`src/assert_macros.svh`:
```
// Assertion macros for the decoder RTL
`ifndef ASSERT_MACROS_SVH
`define ASSERT_MACROS_SVH

`ifndef ASSERT_OFF

// Property must hold at every rising clock edge outside reset
`define B64D_ASSERT(lbl, clk, rst_n, prop, msg) \
    lbl: assert property (@(posedge clk) disable iff (!rst_n) (prop)) else $error(msg);

// Expression must never be true outside reset
`define B64D_NEVER(lbl, clk, rst_n, expr, msg) \
    lbl: assert property (@(posedge clk) disable iff (!rst_n) !(expr)) else $error(msg);

`else

`define B64D_ASSERT(lbl, clk, rst_n, prop, msg)
`define B64D_NEVER(lbl, clk, rst_n, expr, msg)

`endif

`endif

```
`src/b64d_pkg.sv`:
```
// Shared types, constants and the alphabet lookup for the Base64 decoder
`default_nettype none

package b64d_pkg;

    localparam int unsigned SYM_W    = 8;
    localparam int unsigned SEXT_W   = 6;
    localparam int unsigned CAP_W    = 24;
    localparam int unsigned CNT_W    = CAP_W + 1;
    localparam int unsigned QDEPTH   = 4;
    localparam int unsigned QIDX_W   = $clog2(QDEPTH);

    localparam logic [SYM_W-1:0] PAD_CHAR  = 8'h3D;
    localparam logic [CAP_W-1:0] CAP_RESET = {CAP_W{1'b1}};

    typedef enum logic [1:0] {
        ST_OK        = 2'd0,
        ST_INVALID   = 2'd1,
        ST_TOO_SMALL = 2'd2
    } t_status;

    // One classified character on its way from front to back
    typedef struct packed {
        logic [1:0]        n_zero;   // held pads released as zero sextets
        logic              has_sym;  // one further sextet follows them
        logic [SEXT_W-1:0] value;    // value of that sextet
        logic              is_last;  // closes the stream
        logic              is_short; // no character came before it in the stream
    } t_entry;

    // Standard alphabet, unknown characters give zero
    function automatic logic [SEXT_W-1:0] sextet_of(input logic [SYM_W-1:0] c);
        logic [SEXT_W-1:0] v;
        v = '0;
        if (c inside {[8'h41:8'h5A]}) begin
            v = SEXT_W'(c - 8'h41);
        end else if (c inside {[8'h61:8'h7A]}) begin
            v = SEXT_W'(c - 8'h61 + 8'd26);
        end else if (c inside {[8'h30:8'h39]}) begin
            v = SEXT_W'(c - 8'h30 + 8'd52);
        end else if (c == 8'h2B) begin
            v = 6'd62;
        end else if (c == 8'h2F) begin
            v = 6'd63;
        end
        return v;
    endfunction

endpackage

`default_nettype wire

```
`src/b64d_if.sv`:
```
// Valid/ready channel interfaces for characters in and results out
`default_nettype none

interface b64d_sym_if;
    import b64d_pkg::*;
    logic             valid;
    logic             ready;
    logic [SYM_W-1:0] symbol;
    logic             is_last;

    modport source (output valid, output symbol, output is_last, input ready);
    modport sink   (input valid, input symbol, input is_last, output ready);
endinterface

interface b64d_res_if;
    logic       valid;
    logic       ready;
    logic [7:0] data_byte;
    logic       byte_valid;
    logic       end_of_stream;
    logic [1:0] status;

    modport source (output valid, output data_byte, output byte_valid,
                    output end_of_stream, output status, input ready);
    modport sink   (input valid, input data_byte, input byte_valid,
                    input end_of_stream, input status, output ready);
endinterface

`default_nettype wire

```
`src/base64_stream_decoder.sv`:
```
// Top level of the Base64 stream decoder: front, queue and back joined
//
//  Channel   Dir  Handshake        Payload
//  i_sym     in   valid/ready      symbol[7:0], is_last
//  o_res     out  valid/ready      data_byte[7:0], byte_valid, end_of_stream, status[1:0]
//  i_cfg_*   in   write enable     out_capacity[23:0]
//
// One character is taken per cycle while the four-entry queue has room.
// The back end decodes one sextet per cycle while its output register can take a result:
// a held pad yields none, another character one, or up to three when held pads are released ahead of it.
// A character's first result passes through the queue and the output register before it is presented.
// Reset is synchronous, active low; capacity resets to all ones.
// Either side may stall; the queue and the output register keep the other moving.
`default_nettype none

module base64_stream_decoder
    import b64d_pkg::*;
(
    input  wire logic             i_clk,
    input  wire logic             i_rst_n,
    input  wire logic             i_cfg_we,
    input  wire logic [CAP_W-1:0] i_cfg_data,
    b64d_sym_if.sink              i_sym,
    b64d_res_if.source            o_res
);

    t_entry push_entry;
    t_entry head_entry;
    logic   push;
    logic   q_full;
    logic   pop;
    logic   head_valid;

    b64d_front u_front (
        .i_clk    (i_clk),
        .i_rst_n  (i_rst_n),
        .i_sym    (i_sym),
        .i_q_full (q_full),
        .o_push   (push),
        .o_entry  (push_entry)
    );

    b64d_queue u_queue (
        .i_clk        (i_clk),
        .i_rst_n      (i_rst_n),
        .i_push       (push),
        .i_push_data  (push_entry),
        .o_full       (q_full),
        .i_pop        (pop),
        .o_head       (head_entry),
        .o_head_valid (head_valid)
    );

    b64d_back u_back (
        .i_clk        (i_clk),
        .i_rst_n      (i_rst_n),
        .i_cfg_we     (i_cfg_we),
        .i_cfg_data   (i_cfg_data),
        .i_head       (head_entry),
        .i_head_valid (head_valid),
        .o_pop        (pop),
        .o_res        (o_res)
    );

endmodule

`default_nettype wire

```
`src/b64d_queue.sv`:
```
// Short queue of classified characters between front and back
`default_nettype none

module b64d_queue
    import b64d_pkg::*;
(
    input  wire logic   i_clk,
    input  wire logic   i_rst_n,
    input  wire logic   i_push,
    input  wire t_entry i_push_data,
    output logic        o_full,
    input  wire logic   i_pop,
    output t_entry      o_head,
    output logic        o_head_valid
);

    t_entry             r_mem [QDEPTH];
    logic [QIDX_W-1:0]  r_wr_ptr, n_wr_ptr;
    logic [QIDX_W-1:0]  r_rd_ptr, n_rd_ptr;
    logic [QIDX_W:0]    r_count,  n_count;
    logic               push_ok;
    logic               pop_ok;

    assign o_full       = (r_count == (QIDX_W+1)'(QDEPTH));
    assign o_head_valid = (r_count != '0);
    assign o_head       = r_mem[r_rd_ptr];
    assign push_ok      = i_push && !o_full;
    assign pop_ok       = i_pop && o_head_valid;

    // pointer and fill arithmetic
    always_comb begin
        n_wr_ptr = push_ok ? r_wr_ptr + 1'b1 : r_wr_ptr;
        n_rd_ptr = pop_ok  ? r_rd_ptr + 1'b1 : r_rd_ptr;
        n_count  = r_count;
        if (push_ok && !pop_ok) begin
            n_count = r_count + 1'b1;
        end else if (!push_ok && pop_ok) begin
            n_count = r_count - 1'b1;
        end
    end

    always_ff @(posedge i_clk) begin
        if (!i_rst_n) begin
            r_wr_ptr <= '0;
            r_rd_ptr <= '0;
            r_count  <= '0;
        end else begin
            r_wr_ptr <= n_wr_ptr;
            r_rd_ptr <= n_rd_ptr;
            r_count  <= n_count;
        end
    end

    // storage
    always_ff @(posedge i_clk) begin
        if (push_ok) begin
            r_mem[r_wr_ptr] <= i_push_data;
        end
    end

endmodule

`default_nettype wire

```
`src/b64d_front.sv`:
```
// Front end: takes characters, maps the alphabet and holds back pad runs
`default_nettype none

module b64d_front
    import b64d_pkg::*;
(
    input  wire logic i_clk,
    input  wire logic i_rst_n,
    b64d_sym_if.sink  i_sym,
    input  wire logic i_q_full,
    output logic      o_push,
    output t_entry    o_entry
);

    logic [1:0] r_held, n_held;
    logic       r_seen, n_seen;
    logic       is_pad;

    assign i_sym.ready = !i_q_full;
    assign o_push      = i_sym.valid && !i_q_full;
    assign is_pad      = (i_sym.symbol == PAD_CHAR);

    // classify the character and update the pad hold
    always_comb begin
        o_entry          = '0;
        o_entry.is_last  = i_sym.is_last;
        o_entry.is_short = !r_seen;
        n_held           = r_held;
        if (is_pad) begin
            if (r_held == 2'd2) begin
                // oldest held pad falls out as a zero sextet
                o_entry.has_sym = 1'b1;
            end else begin
                n_held = r_held + 2'd1;
            end
        end else begin
            o_entry.n_zero  = r_held;
            o_entry.has_sym = 1'b1;
            o_entry.value   = sextet_of(i_sym.symbol);
            n_held          = '0;
        end
        n_seen = 1'b1;
        // trailing pads are dropped at stream end
        if (i_sym.is_last) begin
            n_held = '0;
            n_seen = 1'b0;
        end
    end

    always_ff @(posedge i_clk) begin
        if (!i_rst_n) begin
            r_held <= '0;
            r_seen <= 1'b0;
        end else if (o_push) begin
            r_held <= n_held;
            r_seen <= n_seen;
        end
    end

endmodule

`default_nettype wire

```
`src/b64d_back.sv`:
```
// Back end: one sextet a cycle unless the output stalls, into bytes, capacity check and final status
`default_nettype none

`include "assert_macros.svh"

module b64d_back
    import b64d_pkg::*;
(
    input  wire logic             i_clk,
    input  wire logic             i_rst_n,
    input  wire logic             i_cfg_we,
    input  wire logic [CAP_W-1:0] i_cfg_data,
    input  wire t_entry           i_head,
    input  wire logic             i_head_valid,
    output logic                  o_pop,
    b64d_res_if.source            o_res
);

    logic [CAP_W-1:0]  r_cap;
    logic [1:0]        r_pos;
    logic [SEXT_W-1:0] r_prev;
    logic [CNT_W-1:0]  r_count;
    logic [1:0]        r_idx;
    logic              r_any;

    logic              r_out_valid;
    logic [7:0]        r_out_byte;
    logic              r_out_bv;
    logic              r_out_eos;
    t_status           r_out_status;

    logic              adv;
    logic [1:0]        n_sext;
    logic              no_sext;
    logic              fin;
    logic [1:0]        rem;
    logic [SEXT_W-1:0] cur_v;
    logic              inc_now;
    logic [CNT_W:0]    sum1;
    logic [CNT_W-1:0]  c1;
    logic              c1_fits;
    logic              produce;
    logic              later_prod;
    logic [7:0]        byte_val;
    logic [1:0]        steps;
    logic              zero_in;
    logic [1:0]        tot_inc;
    logic [CNT_W:0]    sum_f;
    logic [CNT_W-1:0]  fin_cnt;
    logic [1:0]        fin_pos;
    t_status           st;
    logic              eos_here;
    logic              emit;
    logic              emit_eos;
    logic              close_stream;

    assign adv     = i_head_valid && (!r_out_valid || o_res.ready);
    assign n_sext  = i_head.n_zero + {1'b0, i_head.has_sym};
    assign no_sext = (n_sext == 2'd0);
    assign rem     = n_sext - 2'd1 - r_idx;
    assign fin     = no_sext || (rem == 2'd0);
    assign o_pop   = adv && fin;

    // current sextet and whether it yields a byte
    assign cur_v   = (r_idx < i_head.n_zero) ? '0 : i_head.value;
    assign inc_now = (r_pos != 2'd0);
    assign sum1    = {1'b0, r_count} + (CNT_W+1)'(inc_now);
    assign c1      = sum1[CNT_W] ? {CNT_W{1'b1}} : sum1[CNT_W-1:0];
    assign c1_fits = (c1 < {1'b0, r_cap});
    assign produce = !no_sext && inc_now && (r_count < {1'b0, r_cap});

    // a later sextet of this character emits iff the count still fits and a
    // non-zero quartet position comes up
    assign later_prod = (rem != 2'd0) && c1_fits
                        && (((r_pos + 2'd1) != 2'd0) || (rem == 2'd2));

    always_comb begin
        case (r_pos)
            2'd1:    byte_val = {r_prev, cur_v[5:4]};
            2'd2:    byte_val = {r_prev[3:0], cur_v[5:2]};
            2'd3:    byte_val = {r_prev[1:0], cur_v};
            default: byte_val = '0;
        endcase
    end

    // state as it stands once the whole character is decoded
    always_comb begin
        steps   = no_sext ? 2'd0 : rem + 2'd1;
        zero_in = !no_sext
                  && ((r_pos == 2'd0) || (({1'b0, r_pos} + {1'b0, rem}) >= 3'd4));
        tot_inc = steps - {1'b0, zero_in};
        sum_f   = {1'b0, r_count} + (CNT_W+1)'(tot_inc);
        fin_cnt = sum_f[CNT_W] ? {CNT_W{1'b1}} : sum_f[CNT_W-1:0];
        fin_pos = r_pos + steps;
        if (i_head.is_short || (fin_pos == 2'd1)) begin
            st = ST_INVALID;
        end else if (fin_cnt > {1'b0, r_cap}) begin
            st = ST_TOO_SMALL;
        end else begin
            st = ST_OK;
        end
    end

    // end flag rides on the last byte, or on an empty result
    assign eos_here     = i_head.is_last && !later_prod;
    assign emit_eos     = fin && i_head.is_last && !r_any && !produce;
    assign emit         = produce || emit_eos;
    assign close_stream = adv && fin && i_head.is_last;

    // capacity register
    always_ff @(posedge i_clk) begin
        if (!i_rst_n) begin
            r_cap <= CAP_RESET;
        end else if (i_cfg_we) begin
            r_cap <= i_cfg_data;
        end
    end

    // decode state
    always_ff @(posedge i_clk) begin
        if (!i_rst_n) begin
            r_pos   <= '0;
            r_prev  <= '0;
            r_count <= '0;
            r_idx   <= '0;
            r_any   <= 1'b0;
        end else if (adv) begin
            if (close_stream) begin
                r_pos   <= '0;
                r_prev  <= '0;
                r_count <= '0;
                r_idx   <= '0;
                r_any   <= 1'b0;
            end else begin
                if (!no_sext) begin
                    r_pos   <= r_pos + 2'd1;
                    r_prev  <= cur_v;
                    r_count <= c1;
                end
                r_idx <= fin ? 2'd0 : r_idx + 2'd1;
                r_any <= fin ? 1'b0 : (r_any || produce);
            end
        end
    end

    // output register
    always_ff @(posedge i_clk) begin
        if (!i_rst_n) begin
            r_out_valid <= 1'b0;
        end else if (adv && emit) begin
            r_out_valid <= 1'b1;
        end else if (o_res.ready) begin
            r_out_valid <= 1'b0;
        end
    end

    always_ff @(posedge i_clk) begin
        if (adv && emit) begin
            r_out_byte   <= produce ? byte_val : 8'h00;
            r_out_bv     <= produce;
            r_out_eos    <= produce ? eos_here : 1'b1;
            r_out_status <= (produce && !eos_here) ? ST_OK : st;
        end
    end

    assign o_res.valid         = r_out_valid;
    assign o_res.data_byte     = r_out_byte;
    assign o_res.byte_valid    = r_out_bv;
    assign o_res.end_of_stream = r_out_eos;
    assign o_res.status        = r_out_status;

    `B64D_ASSERT(a_empty_is_eos, i_clk, i_rst_n, (o_res.valid && !o_res.byte_valid) |-> (o_res.end_of_stream && o_res.data_byte == 8'h00), "empty result without end flag")
    `B64D_ASSERT(a_status_on_eos, i_clk, i_rst_n, (o_res.valid && o_res.status != ST_OK) |-> o_res.end_of_stream, "status outside final result")
    `B64D_NEVER(a_idx_range, i_clk, i_rst_n, i_head_valid && !no_sext && r_idx >= n_sext, "sextet index beyond character")
    `B64D_ASSERT(a_stream_clears, i_clk, i_rst_n, close_stream |=> (r_pos == 2'd0 && r_count == '0 && !r_any), "stream state not cleared")

endmodule

`default_nettype wire
```
`src/flat_wrapper.sv`:
```
// flat-port wrapper written by rule: the top's interface ports become plain ports
module base64_stream_decoder_flat import b64d_pkg::*;
  (i_clk, i_rst_n, i_cfg_we, i_cfg_data, i_sym_valid, i_sym_symbol, i_sym_is_last, i_sym_ready, o_res_valid, o_res_data_byte, o_res_byte_valid, o_res_end_of_stream, o_res_status, o_res_ready);
  b64d_sym_if i_sym_i ();
  b64d_res_if o_res_i ();
  input  wire logic i_clk;
  input  wire logic i_rst_n;
  input  wire logic i_cfg_we;
  input  wire logic [CAP_W-1:0] i_cfg_data;
  input wire logic [$bits(i_sym_i.valid)-1:0] i_sym_valid;
  input wire logic [$bits(i_sym_i.symbol)-1:0] i_sym_symbol;
  input wire logic [$bits(i_sym_i.is_last)-1:0] i_sym_is_last;
  output wire logic [$bits(i_sym_i.ready)-1:0] i_sym_ready;
  output wire logic [$bits(o_res_i.valid)-1:0] o_res_valid;
  output wire logic [$bits(o_res_i.data_byte)-1:0] o_res_data_byte;
  output wire logic [$bits(o_res_i.byte_valid)-1:0] o_res_byte_valid;
  output wire logic [$bits(o_res_i.end_of_stream)-1:0] o_res_end_of_stream;
  output wire logic [$bits(o_res_i.status)-1:0] o_res_status;
  input wire logic [$bits(o_res_i.ready)-1:0] o_res_ready;
  assign i_sym_i.valid = i_sym_valid;
  assign i_sym_i.symbol = i_sym_symbol;
  assign i_sym_i.is_last = i_sym_is_last;
  assign i_sym_ready = i_sym_i.ready;
  assign o_res_valid = o_res_i.valid;
  assign o_res_data_byte = o_res_i.data_byte;
  assign o_res_byte_valid = o_res_i.byte_valid;
  assign o_res_end_of_stream = o_res_i.end_of_stream;
  assign o_res_status = o_res_i.status;
  assign o_res_i.ready = o_res_ready;
  base64_stream_decoder u_core (.i_clk(i_clk), .i_rst_n(i_rst_n), .i_cfg_we(i_cfg_we), .i_cfg_data(i_cfg_data), .i_sym(i_sym_i), .o_res(o_res_i));
endmodule
```
`config.mk`:
```
export PLATFORM = sky130hd
export DESIGN_NAME = base64_stream_decoder_flat
export DESIGN_NICKNAME = d
export VERILOG_FILES = /design/src/b64d_pkg.sv /design/src/b64d_if.sv /design/src/base64_stream_decoder.sv /design/src/b64d_queue.sv /design/src/b64d_front.sv /design/src/b64d_back.sv /design/src/flat_wrapper.sv
export VERILOG_INCLUDE_DIRS = /design/src /design/src/src
export SDC_FILE = /design/constraint.sdc
export NUM_CORES = 1
export LEC_CHECK = 0
export ABC_AREA = 1
export ABC_CLOCK_PERIOD_IN_PS = 6800
export BUFFER_PORTS_ARGS = -buffer_cell sky130_fd_sc_hd__clkbuf_2
export CAP_MARGIN = 30
export CORE_MARGIN = 3
export CORE_UTILIZATION = 45
export CTS_CLUSTER_SIZE = 12
export DETAILED_ROUTE_END_ITERATION = 7
export MAX_ROUTING_LAYER = met4
export PLACE_DENSITY_LB_ADDON = 0.25
export SYNTH_ARGS = -nofsm -noshare
export SYNTH_HDL_FRONTEND = slang
export SYNTH_SLANG_ARGS = --single-unit
```
`constraint.sdc`:
```
create_clock -name i_clk -period 6.8 [get_ports i_clk]
set_clock_uncertainty 0.05 [all_clocks]
set_input_delay 0.34 -clock i_clk [delete_from_list [all_inputs] [get_ports i_clk]]
set_output_delay 0.34 -clock i_clk [all_outputs]
set_load 0.01 [all_outputs]
```
# Word level (Yosys, flattened, before mapping)
# Memory sizes are Yosys's and may differ from the RTL's. A register that Yosys moved wholly into a read port is not among the register bits.
# Index checks and enable logic that the tools add are counted.
# totals
regBits,83
mem_bits_rw,44
out_inout_bits,14
wordCells,151
n_memories,1
# memory_table
name,words,word_bits,read_ports,rd_clocked_by_memory_dff,write_ports,line_no,text
u_core.u_queue.r_mem,4,11,1,1,1,b64d_queue.sv:17,t_entry r_mem [QDEPTH];
# classes
n_addsub,21
order_cmp,11
n_eq_ne,12
mux,38
reduce_logical,51
# ops
cell,count
25-bit 2-to-1 mux,4
6-bit 2-to-1 mux,9
25-bit by 24-bit less-than comparator with 1-bit output,2
25-bit by 1-bit adder with 26-bit output,1
25-bit by 2-bit adder with 26-bit output,1
25-bit by 24-bit greater-than comparator with 1-bit output,1
8-bit by 6-bit == test with 1-bit output (second input constant),3
2-bit 2-to-1 mux,12
8-bit case mux with 3 select lines,1
1-bit logical AND,22
8-bit by 7-bit >= comparator with 1-bit output (second input constant),2
8-bit by 7-bit <= comparator with 1-bit output (second input constant),2
2-bit by 1-bit adder with 2-bit output (second input constant),6
6-bit subtractor (second input constant),2
1-bit logical NOT,10
1-bit 2-to-1 mux,10
2-bit nonzero test,5
2-bit == test (second input constant),4
8-bit by 6-bit >= comparator with 1-bit output (second input constant),1
8-bit by 6-bit <= comparator with 1-bit output (second input constant),1
1-bit logical OR,7
6-bit by 5-bit adder with 6-bit output (second input constant),1
6-bit adder (second input constant),1
2-bit logical NOT,3
other kinds (19),22

# Logic depth before layout (Yosys ltp)
# Gate-level depths: netlist (run 1).
# logic_depth
ltp_word,13
ltp_mapped,35
depth_no_buf,33

# Cells and area by module
# From an unflattened synthesis (run 1), not the netlist that was laid out.
# hier_totals
hier_cells,1224
hier_area_um2,9150.0
# by_module_without_submodules
mod,n_inst,cells_each,area_per_inst_um2,seq_area_each_um2
b64d_back,1,873,6072.1,1581.5
b64d_queue,1,176,2134.5,1501.4
b64d_front,1,175,943.4,60.1

# Least setup slack after synthesis (run 1)
# OpenSTA, ideal clock, no wires.
# synth_timing
path_type,register to register
from,register with a tool-made name
to,"register u_core.u_back.r_out_status[1] (netlist: u_core.u_back.o_res.status[1]), data pin"
arrival_time_ns,5.056
setup_slack_ns,1.444
stages_incl_launch_ff,33
n_path_buf,3
cell_sequence,dfxtp_1 -> buf_2 -> buf_1 -> o21ai_0 -> o22ai_1 -> ha_1 -> xor2_4 -> xnor2_1 -> xor2_1 -> ha_1 -> nand2_1 -> nor2_1 -> o31ai_1 -> inv_1 -> ha_1 -> xnor2_1 -> ha_1 -> nand3_1 -> nand2_1 -> nand2_1 -> nor2_1 -> nand2_1 -> clkbuf_1 -> nand2_1 -> ha_1 -> a21oi_1 -> nor2_1 -> a211oi_1 -> o211ai_1 -> nand4_1 -> nand3_1 -> nand2_1 -> nor2_1
# synth_rtl
item,line_no,text
to (signal assigned),b64d_back.sv:162,r_out_status <= (produce && !eos_here) ? ST_OK : st;
to (decl),b64d_back.sv:30,t_status r_out_status;

==> impl_metrics.csv, run 1 <==
group,metric,value,unit
run_status,status,"finished, final reports clean",
clock_tree,htreeDepth,4,
clock_tree,cts.reportedPaths.clkPinSlew,60,ps
clock_tree,post_cts_setup_repair_buffer_count,0,
sta,rsz0062_at_grt,"false",
global_route,largest_net_degree_at_the_start_of_global_routing,61,
layout,mostFrequentLayoutCells,"sky130_fd_sc_hd__nand2_1, sky130_fd_sc_hd__nor2_1, sky130_fd_sc_hd__inv_1, sky130_fd_sc_hd__a21oi_1, sky130_fd_sc_hd__ha_1",
sta,timing.fmax,170.9,MHz
sta,hold_slack,68.37,ps
critical_path,slowest_delay,580,ps
drt,vias,7895,
drt,drcViolationCount,0,
yosys,post_synth_inst_count,1193,
yosys,ys_dominant_reg_cell,"sky130_fd_sc_hd__dfxtp_1",
drt,dr.pass1.iters,5,
yosys,mean_instance_size_in_the_synthesized_netlist,7.491,um^2
layout,post_route_cells_drive_above_1_share,0.09920,
layout,antennaDiodeCount,0,
sta,timing.final.crit_share,0.8606,
floorplanning,fp-row-count,50,
layout,num-nets-final,1378,
yosys,synth_top_area_share,0.1882,
yosys,syn_nets,1334,
sta,final_hold_viol_count,0,
critical_path,timing.critical_path.required,7050,ps
floorplanning,design.core.area,19080,um^2
yosys,synth-seq-area-share,0.3517,
sta,drv_slew,0,
sta,final.min_clock_period,5852,ps
critical_path,cp.arrival,6100,ps
floorplanning,floorplan.initialDensity,0.4684,
placed_design,gp_congestion,0.9818,
drt,drt_wl_cell,15.28,um
power_and_ir_drop,total_leakage_power,4.713,nW
critical_path,worst_setup_path_end_kind,"flip-flop",
floorplanning,die-area,21590,um^2
sta,max-slew-margin-rel,0.4581,
sta,finalSetupTns,0,ps
critical_path,criticalPathCategory,"flip-flop to flip-flop",
drt,routed_wl,23070,um
global_route,grt_util_all_layers,0.2252,
global_route,first_global_vias,7413,
critical_path,critical_path.startpoint_type,"flip-flop",
flow_run,maxCapViolations,0,
clock_tree,clock_tree.root_cell,"sky130_fd_sc_hd__clkbuf_16",
sta,pin_slew_with_the_least_headroom_to_its_limit,812.9,ps
power_and_ir_drop,peak_supply_drop,0.2126,mV
critical_path,path_delay_family,"simple AND/OR/NAND/NOR gates",
clock_tree,cts_sinks,129,
clock_tree,cts_buffers,17,
yosys,yosysUniqueCellTypes,48,
yosys,yosysTopAreaCell,"sky130_fd_sc_hd__edfxtp_1",
clock_tree,cts_tree,"done",
global_route,antenna_violations_before_repair,0,
clock_tree,cts.hold.buffers_added,0,
yosys,asyncSetResetFlopFracSynth,0,
drt,drt-vias-per-instance,5.228,
yosys,post_synth_main_area_contributors,"sky130_fd_sc_hd__edfxtp_1, sky130_fd_sc_hd__dfxtp_1, sky130_fd_sc_hd__ha_1",
sta,finalSetupViolations,0,
critical_path,timing.critical_path.buf_inv,4,
critical_path,crit_path_max_fanout,23,
floorplanning,die_h,146.9,um
placed_design,place.port_buffers,51,
global_route,global_route_wire_length_before_repair,38010,um
global_route,total_congestion_overflow_after_global_routing,0,
min_path,timing.hold.worst.class,"input pin to flip-flop",
critical_path,slowest_stage,"sky130_fd_sc_hd__dfxtp_2",
floorplanning,die_width,146.9,um
yosys,synth-seq-cells,129,
yosys,yosys_warnings,0,
yosys,mappedNetlistArea,8937,um^2
placed_design,place_hpwl,17570,um
floorplanning,io-pin-count,52,
power_and_ir_drop,p_per_area,350.2,nW/um^2
clock_tree,cts_buffer_depth,2,
drt,ant_nets,0,
yosys,number_of_flops_mapped_to_enable_cells_by_yosys,56,
drt,detailedRoute.firstIterationViolations,806,
layout,mostFrequentLayoutCell,"sky130_fd_sc_hd__nand2_1",
clock_tree,insertion_delay,430,ps
layout,synthToLayoutAreaGrowth,12.14,%
-- flip-flops by register name, indices dropped and copies added, names as in the netlist, 3 cells and up, named ones only --
| register | flops |
|---|---|
| u_core.u_back.o_res.data_byte | 8 |
| u_core.u_back.r_cap | 24 |
| u_core.u_queue.r_mem | 44 |
| u_core.u_back.r_count | 25 |
| u_core.u_queue.r_count | 3 |
| u_core.u_back.r_prev | 6 |
-- where the power goes --
group	leakage (nW)	switching, mW	total (mW)	internal [mW]
combinational	3.29	1.03	1.54	0.510
sequential	1.13	0.0724	1.04	0.967
clock	0.296	0.381	0.926	0.545
-- repair_timing --
| action | 4_1_cts | 5_1_grt |
|---|---|---|
| hold endpoints to repair | 0 | 0 |
| setup endpoints to repair | 0 | 1 |
| resized for setup | 0 | 1 |
-- tightest hold or removal path: stages --
cell and delay (ps):
sky130_fd_sc_hd__clkbuf_2 70, sky130_fd_sc_hd__a21oi_1 40, sky130_fd_sc_hd__o21ai_0 50
-- cell type report --
type	instances	area, um^2
clock buffers	21	504.2
clock inverters	11	100.1
fillers	1858	9059
inverters	160	600.6
multi-input cells	871	5032
flip-flops and latches	129	3144
well taps	260	325.3
repair buffers	58	315.3
-- metal layers --
| metal | up-vias | part of all wire | track usage |
|---|---|---|---|
| met3 | 37 | 0.060 | 0.04596 |
| met5 | - | 0 | - |
| met4 | 0 | 0.023 | 0.07456 |
| met2 | 229 | 0.44 | 0.3441 |
| met1 | 3569 | 0.48 | 0.3005 |
| li1 | 4060 | - | - |
-- per-stage QoR --
step	setup WS [ps]	utilization	total power [mW]	cells	area, um^2
after global placement	835.5	0.4915	2.572	1474	9379
after detailed placement	666.5	0.4935	2.598	1478	9417
after global routing	229.1	0.5252	3.800	1510	10020
final	947.7	0.5252	3.509	1510	10020
after CTS	622.7	0.5252	3.535	1510	10020
after floorplan	1444	-	2.177	1193	8937
-- worst paths after layout --
kind | start | endpoint | slack (ps) | cells after the start
setup reg to reg | flip-flop | u_core.u_back.o_res.status[1] | 950 | 30
hold reg to reg | u_core.u_back.r_any | u_core.u_back.r_any | 420 | 2
setup / recovery | flip-flop | u_core.u_back.o_res.status[1] | 950 | 30
hold / removal | i_cfg_data[13] | u_core.u_back.r_cap[13] | 70 | 3
-- cell families (layout without fill, tap and decap cells) --
logic type / count (synthesis) / in the layout / share of synthesized area
buffers and inverters: 193 / 250 / 0.08526
adders and majority gates: 103 / 103 / 0.1459
DFF: 129 / 129 / 0.3517
and+or+nand+nor: 510 / 510 / 0.2422
AOI/OAI and AO/OA: 222 / 222 / 0.1376
xor gates and xnor gates: 36 / 36 / 0.03738
-- cells in the mapped netlist (all sizes together), types with 2 or more instances --
cell type and instances:
nor2 166, a21oi 115, ha 101, a31oi 5, nand4 16, or2 7, dfxtp 73, fa 2
o31ai 3, edfxtp 56, clkbuf 16, a21boi 2, xnor2 7, nor4 4, nand3 75, o211ai 10
o22ai 2, and3 2, nor3 13, o21ai 77, nand2 224, xor2 29, inv 159, buf 17
a211oi 2
Power figures use the tool's default switching activity.
==> run 2: changes to the inputs <==
--- a/config.mk
+++ b/config.mk
@@ -7,11 +7,13 @@
 export NUM_CORES = 1
 export LEC_CHECK = 0
 export ABC_AREA = 1
-export ABC_CLOCK_PERIOD_IN_PS = 6800
+export ABC_CLOCK_PERIOD_IN_PS = 4800
 export BUFFER_PORTS_ARGS = -buffer_cell sky130_fd_sc_hd__clkbuf_2
 export CAP_MARGIN = 30
+export CELL_PAD_IN_SITES_DETAIL_PLACEMENT = 0
+export CELL_PAD_IN_SITES_GLOBAL_PLACEMENT = 1
 export CORE_MARGIN = 3
-export CORE_UTILIZATION = 45
+export CORE_UTILIZATION = 42
 export CTS_CLUSTER_SIZE = 12
 export DETAILED_ROUTE_END_ITERATION = 7
 export MAX_ROUTING_LAYER = met4
==> constraint.sdc (replaced) <==
create_clock -name i_clk -period 4.8 [get_ports i_clk]
set_clock_uncertainty 0.05 [all_clocks]
set_input_delay 0.24 -clock i_clk [delete_from_list [all_inputs] [get_ports i_clk]]
set_output_delay 0.24 -clock i_clk [all_outputs]
set_load 0.01 [all_outputs]
==> impl_metrics.csv, run 2 (same netlist as run 1, synthesis figures left out) <==
group,metric,value,unit
run_status,status,"complete, but fails checks",
run_status,violations,"setup timing",
drt,routed_wl,25430,um
clock_tree,cts_sinks,129,
clock_tree,cts.reportedPaths.clkPinSlew,60,ps
sta,setup_slack,-133.9,ps
critical_path,reg2reg_depth,30,
layout,mostFrequentLayoutCell,"sky130_fd_sc_hd__nand2_1",
power_and_ir_drop,peak_supply_drop,0.4078,mV
global_route,met2_usage,0.3844,
sta,finalSetupViolations,1,
power_and_ir_drop,p_int,3.242,mW
floorplanning,die_h,151.9,um
placed_design,detailed_place.area,9793,um^2
layout,mostFrequentLayoutCells,"sky130_fd_sc_hd__nand2_1, sky130_fd_sc_hd__inv_1, sky130_fd_sc_hd__nor2_1, sky130_fd_sc_hd__a21oi_1, sky130_fd_sc_hd__ha_1",
clock_tree,htreeDepth,4,
drt,dr.pass1.iters,5,
layout,fillers,2018,
floorplanning,io-pin-count,52,
min_path,timing.hold.worst.class,"input pin to flip-flop",
sta,final.min_clock_period,4934,ps
flow_run,maxCapViolations,0,
floorplanning,die_width,151.9,um
layout,synthToLayoutAreaGrowth,22.69,%
power_and_ir_drop,sequential_cell_fraction_of_total_power,0.266,
placed_design,place_hpwl,19200,um
sta,max-slew-margin-rel,0.4744,
drt,drt-vias-per-instance,5.121,
critical_path,path_delay_family,"simple AND/OR/NAND/NOR gates",
layout,post_route_cells_drive_above_1_share,0.1664,
sta,finalSetupTns,-133.9,ps
clock_tree,cts_buffers,17,
sta,pin_slew_with_the_least_headroom_to_its_limit,788.4,ps
critical_path,criticalPathCategory,"flip-flop to flip-flop",
power_and_ir_drop,total_leakage_power,5.169,nW
power_and_ir_drop,p_comb_frac,0.487,
global_route,globalRouteMet1Util,0.2877,
power_and_ir_drop,finalPower,5.507,mW
critical_path,timing.critical_path.required,4930,ps
global_route,first_global_vias,7815,
global_route,antenna_violations_before_repair,0,
critical_path,cp.arrival,5060,ps
drt,vias,8152,
clock_tree,cts_tree,"done",
floorplanning,design.core.area,20560,um^2
sta,final_hold_viol_count,0,
drt,drt_wl_cell,15.98,um
layout,max_flop_register,"u_core.u_queue.r_mem",
global_route,grt_most_used_layer,"met2",
critical_path,slowest_stage,"sky130_fd_sc_hd__dfxtp_4",
clock_tree,clock_tree.root_cell,"sky130_fd_sc_hd__clkbuf_16",
sta,drv_slew,0,
layout,num-nets-final,1450,
global_route,grt_util_all_layers,0.2257,
sta,timing.final.crit_share,1.028,
sta,timing.fmax,202.7,MHz
floorplanning,floorplan.initialDensity,0.4347,
global_route,grt.met3_usage,0.03043,
drt,ant_nets,0,
global_route,largest_net_degree_at_the_start_of_global_routing,60,
power_and_ir_drop,p_per_area,502.2,nW/um^2
critical_path,worst_setup_path_end_kind,"flip-flop",
layout,seq_area,3148,um^2
critical_path,slowest_delay,380,ps
critical_path,path_depth,30,
floorplanning,die-area,23070,um^2
drt,detailedRoute.firstIterationViolations,600,
placed_design,gp_congestion,0.9437,
sta,rsz0062_at_grt,"true",
placed_design,place.port_buffers,51,
critical_path,crit_path_max_fanout,7,
floorplanning,fp-row-count,52,
critical_path,critical_path.startpoint_type,"flip-flop",
clock_tree,cts_buffer_depth,2,
sta,hold_slack,53.52,ps
critical_path,timing.critical_path.buf_inv,5,
layout,multiInputGateArea,5341,um^2
power_and_ir_drop,switch_share,0.4112,
layout,fin_area,10970,um^2
layout,antennaDiodeCount,0,
global_route,global_route_wire_length_before_repair,40770,um
clock_tree,insertion_delay,430,ps
layout,layout_top_registers,"u_core.u_queue.r_mem (44), u_core.u_back.r_count (25), u_core.u_back.r_cap (24)",
global_route,total_congestion_overflow_after_global_routing,0,
drt,drcViolationCount,0,
layout,largest_register_ffs,44,
min_path,min_path_cells,1,
power_and_ir_drop,power.switching,2.264,mW
power_and_ir_drop,clkPwrFrac,0.247,
run 2: cell count changes in the layout (fill, tap and decap cells not counted), moves of 4 or more:
| cell | delta |
|---|---|
| sky130_fd_sc_hd__dlygate4sd3_1 | +24 |
| sky130_fd_sc_hd__inv_1 | -4 |
| sky130_fd_sc_hd__ha_1 | -9 |
| sky130_fd_sc_hd__nor2_2 | +6 |
| sky130_fd_sc_hd__buf_4 | +46 |
| sky130_fd_sc_hd__nand2_1 | -6 |
| sky130_fd_sc_hd__nor2_1 | -10 |
| sky130_fd_sc_hd__o21ai_2 | +4 |
| sky130_fd_sc_hd__nor2_4 | +4 |
| sky130_fd_sc_hd__ha_4 | +9 |
| sky130_fd_sc_hd__o21ai_0 | -4 |
run 2: worst paths after layout:
kind | from | to | slack, ps
max | flip-flop | u_core.u_back.o_res.status[1] | -130
min | i_sym_is_last | u_core.u_queue.r_mem[2][1] | 50
max reg2reg | flip-flop | u_core.u_back.o_res.status[1] | -130
min reg2reg | u_core.u_back.r_any | u_core.u_back.r_any | 420
run 2: through the flow:
stage / instances / utilization / setup slack, ps
after global placement: 1528 / 0.4749 / -238.6
after floorplan: 1193 / - / -2.011
final: 1592 / 0.5334 / -133.9
after global routing: 1592 / 0.5334 / -477.9
after CTS: 1591 / 0.5211 / -93.34
after detailed placement: 1532 / 0.4763 / -322.8
run 2: power groups by stage:
stage | combinational [mW] | clock, mW | sequential (mW)
2_1_floorplan | 1.67 | 0 | 1.49
3_3_place_gp | 2.47 | 0 | 1.48
3_5_place_dp | 2.50 | 0 | 1.48
4_1_cts | 2.60 | 1.39 | 1.46
5_1_grt | 2.99 | 1.44 | 1.48
6_report | 2.68 | 1.36 | 1.46
run 2: metal layers:
| layer | vias up | share of wire |
|---|---|---|
| met3 | 25 | 0.034 |
| met5 | - | 0 |
| li1 | 4199 | - |
| met4 | 0 | 0.014 |
| met1 | 3755 | 0.46 |
| met2 | 173 | 0.49 |
run 2: area by class of cell:
| cell class | instances | area share |
|---|---|---|
| Tap cell | 270 | 0.03081 |
| Clock buffer | 17 | 0.03880 |
| Timing Repair Buffer | 130 | 0.08421 |
| Inverter | 160 | 0.05568 |
| Clock inverter | 15 | 0.01632 |
| Sequential cell | 129 | 0.2871 |
| Multi-Input combinational cell | 871 | 0.4871 |
run 2: timing repair:
action | CTS | global route
resized for setup | 12 | 47
endpoints found under the hold margin | 24 | 0
hold buffers | 24 | 0
pin swaps | 7 | 27
setup endpoints to repair | 1 | 1
buffers inserted | 3 | 1
